### config.mk
export PLATFORM = sky130hd
export DESIGN_NAME = stream_k_partition_planner_top
export DESIGN_NICKNAME = d
export VERILOG_FILES = /design/src/design/skp_pkg.sv /design/src/design/skp_div.sv /design/src/design/skp_seq.sv /design/src/design/stream_k_partition_planner_top.sv
export SDC_FILE = /design/constraint.sdc
export NUM_CORES = 2
export LEC_CHECK = 0
export BUFFER_PORTS_ARGS = -buffer_cell sky130_fd_sc_hd__buf_2
export CELL_PAD_IN_SITES_DETAIL_PLACEMENT = 0
export CELL_PAD_IN_SITES_GLOBAL_PLACEMENT = 1
export CORE_ASPECT_RATIO = 1.75
export CORE_MARGIN = 1.5
export CORE_UTILIZATION = 45
export DETAILED_ROUTE_END_ITERATION = 8
export GPL_TIMING_DRIVEN = 0
export PLACE_DENSITY = 0.83
export SLEW_MARGIN = 20
export SYNTH_ARGS = -nofsm -noshare
export SYNTH_HDL_FRONTEND = slang
export SYNTH_SLANG_ARGS = --single-unit
### constraint.sdc
create_clock -name clk -period 8.65 [get_ports clk]
set_input_delay 0.865 -clock clk [delete_from_list [all_inputs] [get_ports clk]]
set_output_delay 0.865 -clock clk [all_outputs]
set_load 0.01 [all_outputs]
### src/design/skp_pkg.sv
// ---------------------------------------------------------------------------
// skp_pkg: shared types and constants of the stream-k partition planner
// Job and result records, sequencer states and core count helpers.
// ---------------------------------------------------------------------------
package skp_pkg;

  localparam int MAX_CORES = 1024;
  localparam int CORE_W    = 11;
  localparam int DIVD_W    = 21;
  localparam int DIVS_W    = 27;
  localparam int CNT_W     = 5;

  localparam logic [1:0] ST_PLANNED   = 2'd0;
  localparam logic [1:0] ST_UNCHANGED = 2'd1;
  localparam logic [1:0] ST_NO_FIT    = 2'd2;
  localparam logic [1:0] ST_BAD_SPLIT = 2'd3;

  typedef struct packed {
    logic [15:0] m_tiles;
    logic [15:0] n_tiles;
    logic [15:0] batch_count;
    logic [20:0] k_length;
    logic [12:0] k_tile;
    logic [3:0]  grid_multiple;
    logic [7:0]  prior_split;
    logic        is_scaled;
  } job_t;

  typedef struct packed {
    logic [1:0]  status;
    logic [1:0]  part_dim;
    logic [13:0] grid_wgs;
    logic [15:0] wave_span;
    logic [15:0] wave_count;
    logic [15:0] tail_blocks;
    logic [13:0] split_factor;
    logic [25:0] k_pad;
  } result_t;

  typedef enum logic [3:0] {
    S_IDLE, S_MT, S_MA, S_MB, S_MC, S_MD, S_PCHK, S_DIM, S_NEXT,
    S_DIV_GO, S_DIV_WAIT, S_CHK, S_MR, S_MRW, S_MU, S_MUW
  } seq_state_t;

  typedef enum logic [1:0] {
    DK_SPAN, DK_TAIL, DK_SPLIT, DK_PAD
  } div_kind_t;

  function automatic logic [CORE_W-1:0] clamp_cores(input logic [CORE_W-1:0] c);
    logic [CORE_W-1:0] r;
    r = c;
    if (c == '0) r = CORE_W'(1);
    else if (c > CORE_W'(MAX_CORES)) r = CORE_W'(MAX_CORES);
    return r;
  endfunction

  // exact for the clamped core range
  function automatic logic [CORE_W-1:0] div5(input logic [CORE_W-1:0] c);
    logic [CORE_W+13:0] t;
    t = {14'd0, c} * (CORE_W+14)'(3277);
    return t[CORE_W+13:14];
  endfunction

endpackage

### src/design/skp_div.sv
// ---------------------------------------------------------------------------
// skp_div: restoring divider
// One quotient bit a cycle; gives quotient and remainder with a done pulse.
// ---------------------------------------------------------------------------
module skp_div
  import skp_pkg::*;
(
  input  logic              clk,
  input  logic              rst_n,
  input  logic              start,
  input  logic [DIVD_W-1:0] dividend,
  input  logic [DIVS_W-1:0] divisor,
  output logic              done,
  output logic [DIVD_W-1:0] quotient,
  output logic [DIVS_W-1:0] remainder
);

  logic              busy_r, busy_nxt;
  logic              done_r, done_nxt;
  logic [CNT_W-1:0]  cnt_r, cnt_nxt;
  logic [DIVD_W-1:0] quo_r, quo_nxt;
  logic [DIVS_W-1:0] rem_r, rem_nxt;
  logic [DIVS_W-1:0] dvs_r, dvs_nxt;
  logic [DIVS_W:0]   trial;
  logic [DIVS_W:0]   diff;

  assign trial = {rem_r, quo_r[DIVD_W-1]};
  assign diff  = trial - {1'b0, dvs_r};

  always_comb begin
    busy_nxt = busy_r;
    done_nxt = 1'b0;
    cnt_nxt  = cnt_r;
    quo_nxt  = quo_r;
    rem_nxt  = rem_r;
    dvs_nxt  = dvs_r;
    if (start) begin
      busy_nxt = 1'b1;
      cnt_nxt  = '0;
      quo_nxt  = dividend;
      rem_nxt  = '0;
      dvs_nxt  = divisor;
    end else if (busy_r) begin
      if (trial >= {1'b0, dvs_r}) begin
        rem_nxt = diff[DIVS_W-1:0];
        quo_nxt = {quo_r[DIVD_W-2:0], 1'b1};
      end else begin
        rem_nxt = trial[DIVS_W-1:0];
        quo_nxt = {quo_r[DIVD_W-2:0], 1'b0};
      end
      cnt_nxt = cnt_r + CNT_W'(1);
      if (cnt_r == CNT_W'(DIVD_W - 1)) begin
        busy_nxt = 1'b0;
        done_nxt = 1'b1;
      end
    end
  end

  always_ff @(posedge clk) begin
    if (!rst_n) begin
      busy_r <= 1'b0;
      done_r <= 1'b0;
      cnt_r  <= '0;
    end else begin
      busy_r <= busy_nxt;
      done_r <= done_nxt;
      cnt_r  <= cnt_nxt;
    end
    quo_r <= quo_nxt;
    rem_r <= rem_nxt;
    dvs_r <= dvs_nxt;
  end

  assign done      = done_r;
  assign quotient  = quo_r;
  assign remainder = rem_r;

endmodule

### src/design/skp_seq.sv
// ---------------------------------------------------------------------------
// skp_seq: planning sequencer
// Walks grid sizes and partition dimensions using one multiplier and one divider.
// ---------------------------------------------------------------------------
module skp_seq
  import skp_pkg::*;
(
  input  logic              clk,
  input  logic              rst_n,
  input  logic              start,
  input  job_t              job,
  input  logic [CORE_W-1:0] core_count,
  output logic              idle,
  output logic              res_valid,
  input  logic              res_take,
  output result_t           res
);

  seq_state_t state_r, state_nxt;
  div_kind_t  kind_r;
  job_t       job_r;
  result_t    res_r;
  logic       res_v_r;
  logic [CORE_W-1:0] cores;
  logic [31:0] mul_r;
  logic [15:0] mul_a, mul_b;
  logic [31:0] oth_r [3];
  logic [1:0]  c_r;
  logic [13:0] p_r, minp_r, s_r, split_r;
  logic [15:0] rb_r, waves_r;
  logic [26:0] unit_r;
  logic [DIVD_W-1:0] div_a_r;
  logic [DIVS_W-1:0] div_b_r;
  logic        div_start, div_done;
  logic [DIVD_W-1:0] div_q;
  logic [DIVS_W-1:0] div_rem;
  logic [31:0] oth;
  logic [15:0] blk;
  logic [12:0] ktile;

  assign cores = clamp_cores(core_count);
  assign ktile = (job_r.k_tile == '0) ? 13'd1 : job_r.k_tile;
  assign oth   = oth_r[c_r];

  always_comb begin
    case (c_r)
      2'd0:    blk = job_r.n_tiles;
      2'd1:    blk = job_r.m_tiles;
      default: blk = job_r.batch_count;
    endcase
  end

  skp_div u_div (
    .clk(clk), .rst_n(rst_n), .start(div_start), .dividend(div_a_r),
    .divisor(div_b_r), .done(div_done), .quotient(div_q), .remainder(div_rem)
  );

  // next state
  always_comb begin
    state_nxt = state_r;
    case (state_r)
      S_IDLE: begin
        if (start) begin
          if (job.is_scaled || job.grid_multiple == '0 || job.prior_split != 8'd1)
            state_nxt = S_IDLE;
          else
            state_nxt = S_MT;
        end
      end
      S_MT: state_nxt = S_MA;
      S_MA: state_nxt = S_MB;
      S_MB: state_nxt = S_MC;
      S_MC: state_nxt = S_MD;
      S_MD: state_nxt = S_PCHK;
      S_PCHK: begin
        if (p_r < minp_r || p_r == '0) state_nxt = S_IDLE;
        else state_nxt = S_DIM;
      end
      S_DIM: begin
        if (oth == '0 || oth > {18'd0, p_r}) state_nxt = S_NEXT;
        else state_nxt = S_DIV_GO;
      end
      S_NEXT: state_nxt = (c_r == 2'd2) ? S_PCHK : S_DIM;
      S_DIV_GO: state_nxt = S_DIV_WAIT;
      S_DIV_WAIT: if (div_done) state_nxt = S_CHK;
      S_CHK: begin
        case (kind_r)
          DK_SPAN: begin
            if (div_rem != '0 || {2'd0, div_q[13:0]} > blk) state_nxt = S_NEXT;
            else state_nxt = S_DIV_GO;
          end
          DK_TAIL:  state_nxt = (div_rem[15:0] == '0) ? S_NEXT : S_MR;
          DK_SPLIT: state_nxt = (div_rem != '0) ? S_NEXT : S_MU;
          DK_PAD:   state_nxt = S_IDLE;
          default:  state_nxt = S_IDLE;
        endcase
      end
      S_MR:  state_nxt = S_MRW;
      S_MRW: state_nxt = S_DIV_GO;
      S_MU:  state_nxt = S_MUW;
      S_MUW: state_nxt = S_DIV_GO;
      default: state_nxt = S_IDLE;
    endcase
  end

  // outputs
  always_comb begin
    mul_a     = '0;
    mul_b     = '0;
    div_start = 1'b0;
    case (state_r)
      S_MT: begin
        mul_a = {12'd0, job_r.grid_multiple};
        mul_b = {5'd0, cores};
      end
      S_MA: begin
        mul_a = job_r.batch_count;
        mul_b = job_r.m_tiles;
      end
      S_MB: begin
        mul_a = job_r.batch_count;
        mul_b = job_r.n_tiles;
      end
      S_MC: begin
        mul_a = job_r.m_tiles;
        mul_b = job_r.n_tiles;
      end
      S_MR: begin
        mul_a = rb_r;
        mul_b = oth[15:0];
      end
      S_MU: begin
        mul_a = {2'd0, split_r};
        mul_b = {3'd0, ktile};
      end
      S_DIV_GO: div_start = 1'b1;
      default: ;
    endcase
  end

  always_ff @(posedge clk) begin
    if (!rst_n) begin
      state_r <= S_IDLE;
      res_v_r <= 1'b0;
    end else begin
      state_r <= state_nxt;
      if (res_take) res_v_r <= 1'b0;
      if ((state_r == S_PCHK && state_nxt == S_IDLE) ||
          (state_r == S_CHK && kind_r == DK_PAD) ||
          (state_r == S_IDLE && start && state_nxt == S_IDLE))
        res_v_r <= 1'b1;
    end
    mul_r <= {16'd0, mul_a} * {16'd0, mul_b};
    case (state_r)
      S_IDLE: begin
        if (start) begin
          job_r <= job;
          res_r <= '0;
          if (job.is_scaled || job.grid_multiple == '0) res_r.status <= ST_UNCHANGED;
          else if (job.prior_split != 8'd1) res_r.status <= ST_BAD_SPLIT;
        end
      end
      S_MA: begin
        p_r    <= mul_r[13:0];
        minp_r <= mul_r[13:0] - {3'd0, div5(cores)};
      end
      S_MB: oth_r[0] <= mul_r;
      S_MC: oth_r[1] <= mul_r;
      S_MD: begin
        oth_r[2] <= mul_r;
        c_r      <= 2'd0;
      end
      S_PCHK: begin
        c_r <= 2'd0;
        if (p_r < minp_r || p_r == '0) res_r.status <= ST_NO_FIT;
      end
      S_DIM: begin
        kind_r  <= DK_SPAN;
        div_a_r <= {7'd0, p_r};
        div_b_r <= {13'd0, oth[13:0]};
      end
      S_NEXT: begin
        if (c_r == 2'd2) begin
          c_r <= 2'd0;
          p_r <= p_r - 14'd1;
        end else begin
          c_r <= c_r + 2'd1;
        end
      end
      S_CHK: begin
        case (kind_r)
          DK_SPAN: begin
            s_r     <= div_q[13:0];
            kind_r  <= DK_TAIL;
            div_a_r <= {5'd0, blk};
            div_b_r <= {13'd0, div_q[13:0]};
          end
          DK_TAIL: begin
            rb_r    <= div_rem[15:0];
            waves_r <= div_q[15:0];
          end
          DK_SPLIT: split_r <= div_q[13:0];
          DK_PAD: begin
            res_r.status       <= ST_PLANNED;
            res_r.part_dim     <= 2'd2 - c_r;
            res_r.grid_wgs     <= p_r;
            res_r.wave_span    <= {2'd0, s_r};
            res_r.wave_count   <= waves_r;
            res_r.tail_blocks  <= rb_r;
            res_r.split_factor <= split_r;
            res_r.k_pad        <= (div_rem == '0) ? 26'd0 : 26'(unit_r - div_rem);
          end
          default: ;
        endcase
      end
      S_MRW: begin
        kind_r  <= DK_SPLIT;
        div_a_r <= {7'd0, p_r};
        div_b_r <= mul_r[26:0];
      end
      S_MUW: begin
        kind_r  <= DK_PAD;
        unit_r  <= mul_r[26:0];
        div_a_r <= job_r.k_length;
        div_b_r <= mul_r[26:0];
      end
      default: ;
    endcase
  end

  assign idle      = (state_r == S_IDLE) && !res_v_r;
  assign res_valid = res_v_r;
  assign res       = res_r;

endmodule

### src/design/stream_k_partition_planner_top.sv
// ---------------------------------------------------------------------------
// stream_k_partition_planner_top: stream-k hybrid partition planner
// Plans grid size, partition dimension and split-k tail for one GEMM job.
// ---------------------------------------------------------------------------
// usage
//   a request is taken on the in_ channel when in_valid is high and in_stall
//   low; one result follows on the out_ channel, held until out_stall is low.
//   core_count is written through the apb port at address 0 while idle.
// sequence
//   a request that skips planning sets the sequencer's result valid as it is
//   taken; the result then moves into the output register once it is free.
//   a planned request runs the multiply states S_MT to S_MD, then checks at
//   most core_count/5 + 1 grid sizes; a dimension is dropped via S_DIM and
//   S_NEXT or runs the shared restoring divider (start, DIVD_W quotient bits,
//   done, check) for its span, tail, split and pad divides in turn.
// throughput
//   one request at a time; in_stall stays high from acceptance until the
//   result has moved into the output register.
// reset
//   rst_n low clears the sequencer state, its result valid and the output valid; core_count returns to 1.
// stall
//   a waiting result holds the output register and the sequencer; a new
//   request is taken once the result has been handed on.
// ---------------------------------------------------------------------------
module stream_k_partition_planner_top
  import skp_pkg::*;
(
  input  logic        clk,
  input  logic        rst_n,
  input  logic        in_valid,
  output logic        in_stall,
  input  logic [15:0] in_m_tiles,
  input  logic [15:0] in_n_tiles,
  input  logic [15:0] in_batch_count,
  input  logic [20:0] in_k_length,
  input  logic [12:0] in_k_tile,
  input  logic [3:0]  in_grid_multiple,
  input  logic [7:0]  in_prior_split,
  input  logic        in_is_scaled,
  output logic        out_valid,
  input  logic        out_stall,
  output logic [1:0]  out_status,
  output logic [1:0]  out_part_dim,
  output logic [13:0] out_grid_wgs,
  output logic [15:0] out_wave_span,
  output logic [15:0] out_wave_count,
  output logic [15:0] out_tail_blocks,
  output logic [13:0] out_split_factor,
  output logic [25:0] out_k_pad,
  input  logic        psel,
  input  logic        penable,
  input  logic        pwrite,
  input  logic [2:0]  paddr,
  input  logic [31:0] pwdata,
  output logic [31:0] prdata,
  output logic        pready
);

  logic [CORE_W-1:0] core_count_r;
  logic              out_valid_r;
  result_t           out_r;
  job_t              job;
  result_t           res;
  logic              seq_idle, res_valid, res_take, start;

  assign pready = 1'b1;
  assign prdata = (paddr[2] == 1'b0) ? {21'd0, core_count_r} : 32'd0;

  always_ff @(posedge clk) begin
    if (!rst_n) begin
      core_count_r <= CORE_W'(1);
    end else if (psel && penable && pwrite && paddr[2] == 1'b0) begin
      core_count_r <= pwdata[CORE_W-1:0];
    end
  end

  assign job = '{m_tiles: in_m_tiles, n_tiles: in_n_tiles, batch_count: in_batch_count,
                 k_length: in_k_length, k_tile: in_k_tile,
                 grid_multiple: in_grid_multiple, prior_split: in_prior_split,
                 is_scaled: in_is_scaled};

  assign in_stall = !seq_idle;
  assign start    = in_valid && seq_idle;
  assign res_take = res_valid && (!out_valid_r || !out_stall);

  skp_seq u_seq (
    .clk(clk), .rst_n(rst_n), .start(start), .job(job), .core_count(core_count_r),
    .idle(seq_idle), .res_valid(res_valid), .res_take(res_take), .res(res)
  );

  always_ff @(posedge clk) begin
    if (!rst_n) begin
      out_valid_r <= 1'b0;
    end else if (res_take) begin
      out_valid_r <= 1'b1;
    end else if (!out_stall) begin
      out_valid_r <= 1'b0;
    end
    if (res_take) out_r <= res;
  end

  assign out_valid        = out_valid_r;
  assign out_status       = out_r.status;
  assign out_part_dim     = out_r.part_dim;
  assign out_grid_wgs     = out_r.grid_wgs;
  assign out_wave_span    = out_r.wave_span;
  assign out_wave_count   = out_r.wave_count;
  assign out_tail_blocks  = out_r.tail_blocks;
  assign out_split_factor = out_r.split_factor;
  assign out_k_pad        = out_r.k_pad;

endmodule

==> results.json <==
{
  "place_hpwl_mm": 98.3,
  "clk_pin_slew_worst_paths_ps": 70,
  "reg2reg_from": "u_seq.state_r[1]$_SDFF_PN0_",
  "grt_max_degree": 57,
  "ys_top_cells_by_area": "edfxtp_1, fa_1, ha_1",
  "coreArea_um2": 87100,
  "nFillCells": 7673,
  "nets": 4420,
  "drt-initial-drc-count": 2481,
  "multi_input_area_um2": 17900,
  "die_area_um2": 90000,
  "clock_skew_ps": 48.0,
  "leakage_uw": 0.0189,
  "hold_viol_final": 0,
  "endpoint_kind": "flop",
  "syn_area_um2": 39700,
  "cp.required_ps": 9210,
  "slowest_stage": "fa_1",
  "grt_pass1_vias": 27949,
  "synth_seq_cells": 689,
  "cp_top_family": "adder cells",
  "gp_congestion": 1.09,
  "clock_latency_ps": 690,
  "synth_warnings": 0,
  "synthFlopType": "edfxtp_1",
  "power_density_nw_per_um2": 165,
  "cts_root_buffer": "clkbuf_16",
  "hp-start": "in_k_length[0]",
  "fin_ws_ps": 234,
  "htree_levels": 2,
  "drive_gt1_share_pct": 13.6,
  "portBuffers": 230,
  "ioPinCount": 278,
  "fp-row-count": 143,
  "setup-violations-final": 0,
  "synthArstFlopShare_pct": 0,
  "tightest_slew_ps": 1080,
  "synth.distinct_cells": 97,
  "drtAntennaViolNets": 0,
  "slew-limit-headroom_pct": 27.4,
  "synth_edf_count": 604,
  "most-common-layout-cells": "edfxtp_1, inv_1, nand2_1",
  "fin_util_pct": 52.0,
  "yosysTopAreaCellShare_pct": 45.7,
  "drt_wl_total_mm": 122,
  "irDropWorstVdd_mv": 0.155,
  "worstSetupPathType": "flop to flop",
  "drc": 0,
  "die_h_um": 396,
  "fin_crit_ps": 8420,
  "vias": 27570,
  "cp-start-kind": "flop",
  "clock_sinks": 689,
  "overflow": 0,
  "grt_usage_pct": 27.3,
  "cap_violations": 0,
  "syn_inst": 3435,
  "min-delay-path-class": "input pin to flop",
  "maxSlewViolCount": 0,
  "critical_path.max_stage_delay_ps": 590,
  "die_w_um": 227,
  "crit_top_cell": "fa_1",
  "path_max_fanout": 14,
  "layout_commonest_cell": "edfxtp_1",
  "dpl.cell_count": 4872,
  "vias_per_cell": 5.52,
  "synth.avg_cell_area_um2": 11.5,
  "fin_setup_tns_ps": 0,
  "routedWlPerCell_um": 24.3,
  "grt_pass1_wl_mm": 176,
  "setup.worst_path.start": "u_seq.state_r[1]$_SDFF_PN0_",
  "clockBufferDepth": 3,
  "cts_made_buffers": 61,
  "first_pass_iters": 8,
  "areaGrowthSynthToFinish_pct": 14.2,
  "initial_core_util_pct": 45.5,
  "pre_cts_ws_ps": -547,
  "max_freq_mhz": 119,
  "layout.cells.non_filler": 4994,
  "tritoncts": "built",
  "critPathArrivalTime_ps": 8980,
  "hold_buffers": 0,
  "path_buf_inv": 8,
  "yosysTopAreaCell": "edfxtp_1",
  "ys_seq_area_share_pct": 50.0,
  "antenna_found_initial": 6,
  "status": "finished, final reports clean",
  "regArea_um2": 19800,
  "min_period_over_period_pct": 97.3
}
final cells by class:
type	instances	area share [%]
diodes	2	0.0110
plain buffers	133	1.56
clock buffers	70	3.49
clock inverters	46	1.37
inverters	428	3.55
multi-input cells	2206	39.5
flip-flops and latches	689	43.8
well taps	1160	3.20
repair buffers	260	3.55
path summary, 6_finish.rpt:
kind                                    to  slack, ps  depth (start not counted)
max                u_seq.mul_r[29]$_DFF_P_        230                         30
min              u_seq.job_r[26]$_DFFE_PP_        360                          1
max reg2reg        u_seq.mul_r[29]$_DFF_P_        230                         30
min reg2reg  out_split_factor[6]$_DFFE_PP_        390                          0
Yosys cell counts (all sizes together) (34+ instances only):
cell type / count
edfxtp: 604
inv: 427
nand2: 301
nor2: 300
ha: 276
fa: 228
a21oi: 169
o21ai: 116
and2: 99
dfxtp: 85
clkbuf: 73
buf: 62
xnor2: 60
a22oi: 56
nor3: 49
a21o: 46
nand3: 35
nor4: 34
flip-flops by register name, summed over array words and instances (netlist names), 16 cells and up, named ones only:
signal / cells
out_k_pad: 26
out_tail_blocks: 16
out_wave_count: 16
u_seq.div_a_r: 21
u_seq.div_b_r: 27
u_seq.job_r: 86
u_seq.mul_r: 32
u_seq.oth_r: 96
u_seq.rb_r: 16
u_seq.res: 104
u_seq.u_div.dvs_r: 27
u_seq.u_div.quotient: 21
u_seq.u_div.remainder: 27
u_seq.unit_r: 26
u_seq.waves_r: 16
where the power goes:
part	total, uW	internal [uW]	switching [uW]
clock network	2950	1640	1300
registers	3810	3710	94.6
logic	740	304	437
total	7490	5660	1840
layer usage:
| metal | vias to the layer above | track usage, % | part of all wire [%] |
|---|---|---|---|
| met1 | 13375 | 29.5 | 34 |
| met5 | - | 0 | 0 |
| met2 | 1200 | 47.3 | 50 |
| li1 | 12599 | - | - |
| met4 | 0 | 21.7 | 9.3 |
| met3 | 396 | 3.99 | 6.3 |
timing repair:
item                                    in CTS  in global routing
pin swaps                                    0                  4
endpoints found under the setup margin      16                 16
gates resized for setup                     20                 37
buffers inserted                             2                  4
stage by stage:
| stage | area, um^2 | hold slack (ps) | power, uW |
|---|---|---|---|
| 6_report | 45300 | 361 | 7490 |
| 5_1_grt | 45300 | 346 | 7750 |
| 3_5_place_dp | 42900 | 405 | 4610 |
| 2_1_floorplan | 39800 | 400 | 4350 |
| 3_3_place_gp | 42400 | 400 | 4600 |
| 4_1_cts | 45200 | 331 | 7540 |
cell families (layout without fill, tap and decap cells):
logic type                 Yosys count  in the layout  synth area share [%]
and+or+nand+nor                    978            978                  11.6
muxes                               23             23                 0.587
AOI/OAI and AO/OA                  583            583                  9.74
buffers and inverters              563            937                  5.77
xor gates and xnor gates            93             93                  2.05
DFF                                689            689                  50.0
adders and majority gates          504            504                  20.2
other                                2             27                0.0189
Power figures use the tool's default switching activity.
